<file path="src/sv/prq_pkg.sv">
package prq_pkg;

    localparam int NUM_PRIORITIES = 4;
    localparam int MAX_THREADS    = 64;

    // Field widths of the channel payloads
    localparam int TID_W = 6;
    localparam int LVL_W = 2;

    // Link memory addressing
    localparam int LINK_AW = $clog2(MAX_THREADS);

    localparam logic OP_ENQUEUE = 1'b0;
    localparam logic OP_YIELD   = 1'b1;

    typedef logic [TID_W-1:0] t_tid;
    typedef logic [LVL_W-1:0] t_lvl;

    typedef enum logic [1:0] {
        S_IDLE,
        S_EXEC,
        S_POP
    } t_state;

    function automatic t_lvl clamp_level(input logic [LVL_W-1:0] p);
        if (32'(p) >= NUM_PRIORITIES) begin
            return LVL_W'(NUM_PRIORITIES - 1);
        end
        return p;
    endfunction

    function automatic logic [LINK_AW-1:0] link_addr(input t_tid t);
        return t[LINK_AW-1:0];
    endfunction

endpackage

</file>
<file path="src/sv/prq_ifs.sv">
interface prq_req_if;
    logic                      valid;
    logic                      ready;
    logic                      operation;
    logic [prq_pkg::TID_W-1:0] thread_id;
    logic [prq_pkg::LVL_W-1:0] priority_req;
    logic                      current_exited;

    modport source (
        output valid, operation, thread_id, priority_req, current_exited,
        input  ready
    );
    modport sink (
        input  valid, operation, thread_id, priority_req, current_exited,
        output ready
    );
endinterface

interface prq_rsp_if;
    logic                      valid;
    logic                      ready;
    logic                      switched;
    logic [prq_pkg::TID_W-1:0] next_thread_id;
    logic [prq_pkg::LVL_W-1:0] next_priority;

    modport source (
        output valid, switched, next_thread_id, next_priority,
        input  ready
    );
    modport sink (
        input  valid, switched, next_thread_id, next_priority,
        output ready
    );
endinterface

</file>
<file path="src/sv/prq_link_ram.sv">
module prq_link_ram #(
    parameter int DEPTH = 64,
    parameter int WIDTH = 6
) (
    input  logic                     i_clk,
    input  logic                     i_we,
    input  logic [$clog2(DEPTH)-1:0] i_waddr,
    input  logic [WIDTH-1:0]         i_wdata,
    input  logic                     i_re,
    input  logic [$clog2(DEPTH)-1:0] i_raddr,
    output logic [WIDTH-1:0]         o_rdata
);

    logic [WIDTH-1:0] r_mem [DEPTH];
    logic [WIDTH-1:0] r_rdata;

    always_ff @(posedge i_clk) begin
        if (i_we) begin
            r_mem[i_waddr] <= i_wdata;
        end
        if (i_re) begin
            r_rdata <= r_mem[i_raddr];
        end
    end

    assign o_rdata = r_rdata;

endmodule

</file>
<file path="src/sv/priority_ready_queue_scheduler.sv">
// Steps: an enqueue is done in the execute state after its transfer; a yield does
// search and link read, then pop and requeue; if nothing is found it ends there.
// One item at a time; an item waits in its last state while the result register
// is full and not taken, and the next item is taken while a result waits.
// Reset: synchronous active-low; thread 0 runs at priority 0, all queues empty.
// Link memory and queue head/tail hold no reset value.
module priority_ready_queue_scheduler (
    input  logic        i_clk,
    input  logic        i_rst_n,
    prq_req_if.sink     i_req,
    prq_rsp_if.source   o_rsp
);

    // Item registers
    prq_pkg::t_state r_state, n_state;
    logic            r_op;
    prq_pkg::t_tid   r_tid;
    prq_pkg::t_lvl   r_prio;
    logic            r_exited;

    // Queue table
    prq_pkg::t_tid   r_head [prq_pkg::NUM_PRIORITIES];
    prq_pkg::t_tid   n_head [prq_pkg::NUM_PRIORITIES];
    prq_pkg::t_tid   r_tail [prq_pkg::NUM_PRIORITIES];
    prq_pkg::t_tid   n_tail [prq_pkg::NUM_PRIORITIES];
    logic [prq_pkg::NUM_PRIORITIES-1:0] r_nonempty, n_nonempty;

    // Running thread
    prq_pkg::t_tid   r_run_tid, n_run_tid;
    prq_pkg::t_lvl   r_run_prio, n_run_prio;

    // Pop bookkeeping between search and pop
    prq_pkg::t_lvl   r_found, n_found;
    prq_pkg::t_tid   r_picked, n_picked;
    logic            r_last, n_last;

    // Output register
    logic            r_out_valid, n_out_valid;
    logic            r_out_sw, n_out_sw;
    prq_pkg::t_tid   r_out_tid, n_out_tid;
    prq_pkg::t_lvl   r_out_prio, n_out_prio;

    // Link memory port
    logic                         link_we, link_re;
    logic [prq_pkg::LINK_AW-1:0]  link_waddr, link_raddr;
    prq_pkg::t_tid                link_wdata, link_rdata;

    logic                         can_emit;
    logic                         found_any;
    prq_pkg::t_lvl                found_lvl;
    prq_pkg::t_lvl                min_lvl;
    prq_pkg::t_lvl                tail_lvl;
    prq_pkg::t_tid                tail_rd;
    prq_pkg::t_tid                head_rd;

    prq_link_ram #(
        .DEPTH (prq_pkg::MAX_THREADS),
        .WIDTH (prq_pkg::TID_W)
    ) u_link_ram (
        .i_clk   (i_clk),
        .i_we    (link_we),
        .i_waddr (link_waddr),
        .i_wdata (link_wdata),
        .i_re    (link_re),
        .i_raddr (link_raddr),
        .o_rdata (link_rdata)
    );

    assign i_req.ready          = (r_state == prq_pkg::S_IDLE);
    assign o_rsp.valid          = r_out_valid;
    assign o_rsp.switched       = r_out_sw;
    assign o_rsp.next_thread_id = r_out_tid;
    assign o_rsp.next_priority  = r_out_prio;

    assign can_emit = !r_out_valid || o_rsp.ready;

    // Highest non-empty level at or above the search floor
    assign min_lvl = r_exited ? '0 : r_run_prio;

    always_comb begin
        found_any = 1'b0;
        found_lvl = '0;
        for (int i = 0; i < prq_pkg::NUM_PRIORITIES; i++) begin
            if (r_nonempty[i] && (prq_pkg::LVL_W'(i) >= min_lvl)) begin
                found_any = 1'b1;
                found_lvl = prq_pkg::LVL_W'(i);
            end
        end
    end

    // Single read select on each of the head and tail tables
    always_comb begin
        case (r_state)
            prq_pkg::S_POP:  tail_lvl = r_run_prio;
            prq_pkg::S_EXEC: tail_lvl = (r_op == prq_pkg::OP_ENQUEUE) ? r_prio : found_lvl;
            default:         tail_lvl = r_prio;
        endcase
    end

    assign tail_rd = r_tail[tail_lvl];
    assign head_rd = r_head[found_lvl];

    always_comb begin
        n_state     = r_state;
        n_head      = r_head;
        n_tail      = r_tail;
        n_nonempty  = r_nonempty;
        n_run_tid   = r_run_tid;
        n_run_prio  = r_run_prio;
        n_found     = r_found;
        n_picked    = r_picked;
        n_last      = r_last;
        n_out_valid = r_out_valid && !o_rsp.ready;
        n_out_sw    = r_out_sw;
        n_out_tid   = r_out_tid;
        n_out_prio  = r_out_prio;
        link_we     = 1'b0;
        link_waddr  = prq_pkg::link_addr(tail_rd);
        link_wdata  = r_tid;
        link_re     = 1'b0;
        link_raddr  = prq_pkg::link_addr(head_rd);

        case (r_state)
            prq_pkg::S_IDLE: begin
                if (i_req.valid) begin
                    n_state = prq_pkg::S_EXEC;
                end
            end

            prq_pkg::S_EXEC: begin
                if (r_op == prq_pkg::OP_ENQUEUE) begin
                    if (can_emit) begin
                        if (r_nonempty[r_prio]) begin
                            link_we = 1'b1;
                        end else begin
                            n_head[r_prio]     = r_tid;
                            n_nonempty[r_prio] = 1'b1;
                        end
                        n_tail[r_prio] = r_tid;
                        n_out_valid    = 1'b1;
                        n_out_sw       = 1'b0;
                        n_out_tid      = r_run_tid;
                        n_out_prio     = r_run_prio;
                        n_state        = prq_pkg::S_IDLE;
                    end
                end else if (!found_any) begin
                    if (can_emit) begin
                        n_out_valid = 1'b1;
                        n_out_sw    = 1'b0;
                        n_out_tid   = r_run_tid;
                        n_out_prio  = r_run_prio;
                        n_state     = prq_pkg::S_IDLE;
                    end
                end else begin
                    // Fetch the successor of the picked head
                    link_re  = 1'b1;
                    n_found  = found_lvl;
                    n_picked = head_rd;
                    n_last   = (head_rd == tail_rd);
                    n_state  = prq_pkg::S_POP;
                end
            end

            prq_pkg::S_POP: begin
                if (can_emit) begin
                    if (r_last) begin
                        n_nonempty[r_found] = 1'b0;
                    end else begin
                        n_head[r_found] = link_rdata;
                    end
                    // Requeue the running thread, seeing the queue as left by the pop
                    if (!r_exited) begin
                        if (n_nonempty[r_run_prio]) begin
                            link_we    = 1'b1;
                            link_wdata = r_run_tid;
                        end else begin
                            n_head[r_run_prio]     = r_run_tid;
                            n_nonempty[r_run_prio] = 1'b1;
                        end
                        n_tail[r_run_prio] = r_run_tid;
                    end
                    n_run_tid   = r_picked;
                    n_run_prio  = r_found;
                    n_out_valid = 1'b1;
                    n_out_sw    = 1'b1;
                    n_out_tid   = r_picked;
                    n_out_prio  = r_found;
                    n_state     = prq_pkg::S_IDLE;
                end
            end

            default: begin
                n_state = prq_pkg::S_IDLE;
            end
        endcase
    end

    always_ff @(posedge i_clk) begin
        if (!i_rst_n) begin
            r_state     <= prq_pkg::S_IDLE;
            r_nonempty  <= '0;
            r_run_tid   <= '0;
            r_run_prio  <= '0;
            r_out_valid <= 1'b0;
        end else begin
            r_state     <= n_state;
            r_nonempty  <= n_nonempty;
            r_run_tid   <= n_run_tid;
            r_run_prio  <= n_run_prio;
            r_out_valid <= n_out_valid;
        end
    end

    always_ff @(posedge i_clk) begin
        if (i_req.valid && i_req.ready) begin
            r_op     <= i_req.operation;
            r_tid    <= i_req.thread_id;
            r_prio   <= prq_pkg::clamp_level(i_req.priority_req);
            r_exited <= i_req.current_exited;
        end
        r_head     <= n_head;
        r_tail     <= n_tail;
        r_found    <= n_found;
        r_picked   <= n_picked;
        r_last     <= n_last;
        r_out_sw   <= n_out_sw;
        r_out_tid  <= n_out_tid;
        r_out_prio <= n_out_prio;
    end

endmodule

</file>
<file path="src/flat_wrapper.sv">
// flat-port wrapper written by rule: the top's interface ports become plain ports
module priority_ready_queue_scheduler_flat 
  (i_clk, i_rst_n, i_req_valid, i_req_operation, i_req_thread_id, i_req_priority_req, i_req_current_exited, i_req_ready, o_rsp_valid, o_rsp_switched, o_rsp_next_thread_id, o_rsp_next_priority, o_rsp_ready);
  prq_req_if i_req_i ();
  prq_rsp_if o_rsp_i ();
  input  logic i_clk;
  input  logic i_rst_n;
  input wire logic [$bits(i_req_i.valid)-1:0] i_req_valid;
  input wire logic [$bits(i_req_i.operation)-1:0] i_req_operation;
  input wire logic [$bits(i_req_i.thread_id)-1:0] i_req_thread_id;
  input wire logic [$bits(i_req_i.priority_req)-1:0] i_req_priority_req;
  input wire logic [$bits(i_req_i.current_exited)-1:0] i_req_current_exited;
  output wire logic [$bits(i_req_i.ready)-1:0] i_req_ready;
  output wire logic [$bits(o_rsp_i.valid)-1:0] o_rsp_valid;
  output wire logic [$bits(o_rsp_i.switched)-1:0] o_rsp_switched;
  output wire logic [$bits(o_rsp_i.next_thread_id)-1:0] o_rsp_next_thread_id;
  output wire logic [$bits(o_rsp_i.next_priority)-1:0] o_rsp_next_priority;
  input wire logic [$bits(o_rsp_i.ready)-1:0] o_rsp_ready;
  assign i_req_i.valid = i_req_valid;
  assign i_req_i.operation = i_req_operation;
  assign i_req_i.thread_id = i_req_thread_id;
  assign i_req_i.priority_req = i_req_priority_req;
  assign i_req_i.current_exited = i_req_current_exited;
  assign i_req_ready = i_req_i.ready;
  assign o_rsp_valid = o_rsp_i.valid;
  assign o_rsp_switched = o_rsp_i.switched;
  assign o_rsp_next_thread_id = o_rsp_i.next_thread_id;
  assign o_rsp_next_priority = o_rsp_i.next_priority;
  assign o_rsp_i.ready = o_rsp_ready;
  priority_ready_queue_scheduler u_core (.i_clk(i_clk), .i_rst_n(i_rst_n), .i_req(i_req_i), .o_rsp(o_rsp_i));
endmodule
</file>
<file path="config.mk">
export PLATFORM = sky130hd
export DESIGN_NAME = priority_ready_queue_scheduler_flat
export DESIGN_NICKNAME = d
export VERILOG_FILES = /design/src/sv/prq_pkg.sv /design/src/sv/prq_ifs.sv /design/src/sv/prq_link_ram.sv /design/src/sv/priority_ready_queue_scheduler.sv /design/src/flat_wrapper.sv
export SDC_FILE = /design/constraint.sdc
export NUM_CORES = 1
export LEC_CHECK = 0
export BUFFER_PORTS_ARGS = -buffer_cell sky130_fd_sc_hd__buf_4
export CORE_AREA = 2 2 195 197
export CTS_BUF_LIST = sky130_fd_sc_hd__clkbuf_4 sky130_fd_sc_hd__clkbuf_8 sky130_fd_sc_hd__clkbuf_16
export CTS_CLUSTER_DIAMETER = 150
export DETAILED_ROUTE_END_ITERATION = 12
export DIE_AREA = 0 0 197 199
export PLACE_DENSITY = 0.87
export SYNTH_ARGS = -nofsm -noshare
export SYNTH_HDL_FRONTEND = slang
export SYNTH_SLANG_ARGS = --single-unit
</file>
<file path="constraint.sdc">
create_clock -name i_clk -period 3.9 [get_ports i_clk]
set_input_delay 0.195 -clock i_clk [delete_from_list [all_inputs] [get_ports i_clk]]
set_output_delay 0.195 -clock i_clk [all_outputs]
set_load 0.005 [all_outputs]
</file>
==> run_results.csv <==
group,metric,value,unit
outcome,status,"finished clean",
pwr,clockPowerShare,40.8,%
die,die_w,197,um
detailed_routing,drc_errors,0,
synth,synth_top_family_by_area,"simple AND/OR/NAND/NOR gates",
synth,synth.distinct_cells,76,
clock_network,cts_root_buffer,"clkbuf_16",
synth,ys_async_sr_fraction,0,%
synth,synth_compound_area_share,9.90,%
synth,synthXorXnorAreaFrac,0.250,%
clock_network,htree_num_levels,2,
grt,grt_pass1_wl,82400,um
finish,nets,1634,
detailed_routing,drt-pass1-iter-count,6,
synth,synth_top_area_cell,"edfxtp_1",
setup_path,critical_path.cell_chain,"nand3b_4 > a221oi_1 > o41ai_4 > inv_2 > buf_4 > mux4_2 > a2111oi_0 > o21bai_1 > o22ai_1",
clock_network,cts_max_path_buffers,3,
synth,synth_edf_count,466,
synth,netlist_area,21000,um2
grt,grt_overflow_total,0,
die,pin_count,25,
synth,ys_top_cells_by_area,"edfxtp_1, mux2i_1, nand2_1",
pwr,power_density,488,nW/um2
finish,drive_gt1_share,16.6,%
die,fp.dieH,199,um
grt,grt_max_degree,109,
sta,rsz0062_at_grt,"false",
clock_network,cts_buffers,47,
sta,fin_tns_setup,0,ns
sta,finalSetupViolCount,0,
setup_path,arrival,4.00,ns
detailed_routing,drt_iter0_markers,1783,
setup_path,path_max_fanout,23,
synth,synth-simple-area-share,10.8,%
die,dieArea,39200,um2
synth,synthCells,1535,
detailed_routing,post_drt_wl_per_cell,25.5,um
synth,yosysWarnings,0,
sta,fin_crit_sh,94.7,%
detailed_routing,vias,14200,
sta,tightest_slew,1.46,ns
sta,fin_skew,0.0315,ns
pwr,power.internal,8.86,mW
clock_network,postCtsSetupBuffers,0,
placement,dp_cells,2030,
run,max_cap_violations,0,
sta,clock.fmax,271,MHz
die,placementRows,71,
clock_network,worstSkewPairLatency,0.60,ns
setup_path,reg2reg_depth,9,
synth,postSynthAreaPerCell,13.7,um2
setup_path,path_depth,9,
finish,finalNonFillerCells,2128,
detailed_routing,ant_nets,0,
placement,io_buffers,24,
setup_path,worstSetupEndpointType,"flip-flop",
synth,synth_nets,1553,
clock_network,cts_tree,"built",
sta,hold_viol,0,
setup_path,cpPeakStageDelay,0.73,ns
worst_hold_path,hold_class,"in2reg",
grt,antenna_found_initial,0,
placement,hpwlAfterDp,34100,um
detailed_routing,wl,54200,um
clock_network,path_clk_slew,0.06,ns
grt,grt_pass1_vias,13900,
detailed_routing,via_per_inst,6.66,
setup_path,critPathRequiredTime,4.20,ns
synth,netlist.area_leader.share,66.7,%
synth,yosys.area_share.adder,0.239,%
sta,slew-limit-headroom,2.26,%
finish,syn_to_final_growth,13.5,%
finish,register_area,14300,um2
setup_path,worstSetupStartpointType,"flip-flop",
pwr,p_sw_share,23.7,%
pwr,switching_power,2.76,mW
pwr,share_comb_of_total_power,9.7,%
worst_hold_path,whs_path_depth,4,
clock_network,cts.sinks,481,
setup_path,crit_type,"reg2reg",
finish,antenna_cells,0,
synth,synth-main-ff-cell,"edfxtp_1",
setup_path,cpMaxStageDelayCell,"a2111oi_0",
pwr,ir_drop,0.000416,V
sta,finalCriticalPeriod,3.69,ns
sta,slew_viol_final,0,
finish,fillers,2573,
finish,multi_input_area,6090,um2
pwr,leakage,8.34,nW
die,start_util,56.5,%
synth,yosys_register_bits,481,
die,core,37100,um2
synth,synthMuxAreaShare,7.79,%
pwr,p_seq_share,49.6,%
setup_path,path_delay_family,"compound AO/OA/AOI/OAI gates",
placement,gp_congestion,0.942,
setup_path,crit_buf_inv,2,
grt,globalRouteTotalUtil,28.0,%
synth,synth-seq-area-share,68.1,%
## what timing repair did
action / 4_1_cts / 5_1_grt
endpoints found under the hold margin: 25 / 0
endpoints found under the setup margin: 0 / 1
hold buffers: 11 / 0
gates resized for setup: 0 / 1
## power by group through the flow
stage | logic (mW) | registers, mW | clock network, mW
2_1_floorplan | 0.737 | 5.84 | 0
3_3_place_gp | 1.03 | 5.86 | 0
3_5_place_dp | 1.07 | 5.86 | 0
4_1_cts | 1.10 | 5.75 | 4.74
5_1_grt | 1.19 | 5.75 | 4.93
6_report | 1.12 | 5.76 | 4.74
## tightest hold or removal path, cell delays in order
cell	delay (ns)
buf_4	0.08
nor2b_1	0.05
o21ai_0	0.14
a21boi_0	0.10
## cells by family (layout without fill, tap and decap cells)
group	after synthesis	in the layout
and+or+nand+nor	488	488
DFF	481	481
AOI/OAI and AO/OA	285	285
muxes	141	141
buffers and inverters	130	249
xor gates and xnor gates	6	6
adders and majority gates	4	4
## final timing paths
kind | slack [ns] | startpoint | endpoint
worst min-delay path | 0.03 | i_req_valid | u_core.r_state[1]
worst min register to register | 0.55 | u_core.r_picked[0] | u_core.r_run_tid[0]
worst max-delay path | 0.21 | u_core.r_run_prio[1] | u_core.u_link_ram.o_rdata[0]
worst max register to register | 0.21 | u_core.r_run_prio[1] | u_core.u_link_ram.o_rdata[0]
## registers in the layout (all words and copies together), names as in the netlist, 6 cells and up
signal / count
u_core.o_rsp.next_thread_id: 6
u_core.r_head: 24
u_core.r_picked: 6
u_core.r_run_tid: 6
u_core.r_tail: 24
u_core.r_tid: 6
u_core.u_link_ram.o_rdata: 6
u_core.u_link_ram.r_mem: 384
## cells in the final DEF (no fill, tap or decap), drive strengths merged, types with 28 or more instances in the layout
cell type	Yosys	layout
clkbuf	58	54
a21oi	54	54
nand2	244	244
and3	52	52
a22o	54	54
edfxtp	466	466
mux2i	102	102
nor3	28	28
o21ai	58	58
nor2	90	90
buf	49	128
## Yosys cell counts (9+ instances only)
library cell and instances:
o21ai_0 54, o221ai_1 13, a221oi_1 15, nand3_1 27, dfxtp_1 15, a21boi_0 9, a21oi_1 52, a32oi_1 18
buf_4 9, nor3_1 23, nor2_1 89, edfxtp_1 466, buf_2 25, and3_1 52, nand2_1 244, clkbuf_1 58
mux2i_1 100, a22o_1 54, mux4_2 12, inv_1 21, mux2_2 26, a31oi_1 11
## routing by layer
metal  track usage [%]  vias up  wire, um
met5                 0        -         0
met4              14.4        0      2960
met3              5.29      219      5770
met2              46.1     1054     26100
met1              35.9     6895     19400
li1                  -     6005         -
## through the flow
step	total power, mW	instance area, um2	util (%)	hold slack, ns	setup slack [ns]
finish	11.6	23800	64.1	0.0349	0.206
global route	11.9	23800	64.1	0.0736	0.0775
CTS	11.6	23800	64.1	0.0342	0.177
detailed placement	6.94	22100	59.5	0.375	0.178
global placement	6.90	22100	59.5	0.376	0.198
floorplan	6.57	21000	-	0.294	0.289
## layout make-up
type / instances / area share (%)
sequential: 481 / 60.0
multi-input combinational: 924 / 25.6
clock buffer: 54 / 5.16
timing repair buffer: 139 / 4.76
tap: 474 / 2.49
clock inverter: 33 / 1.59
inverter: 23 / 0.384
No activity file was read; power rests on OpenSTA's default activity.
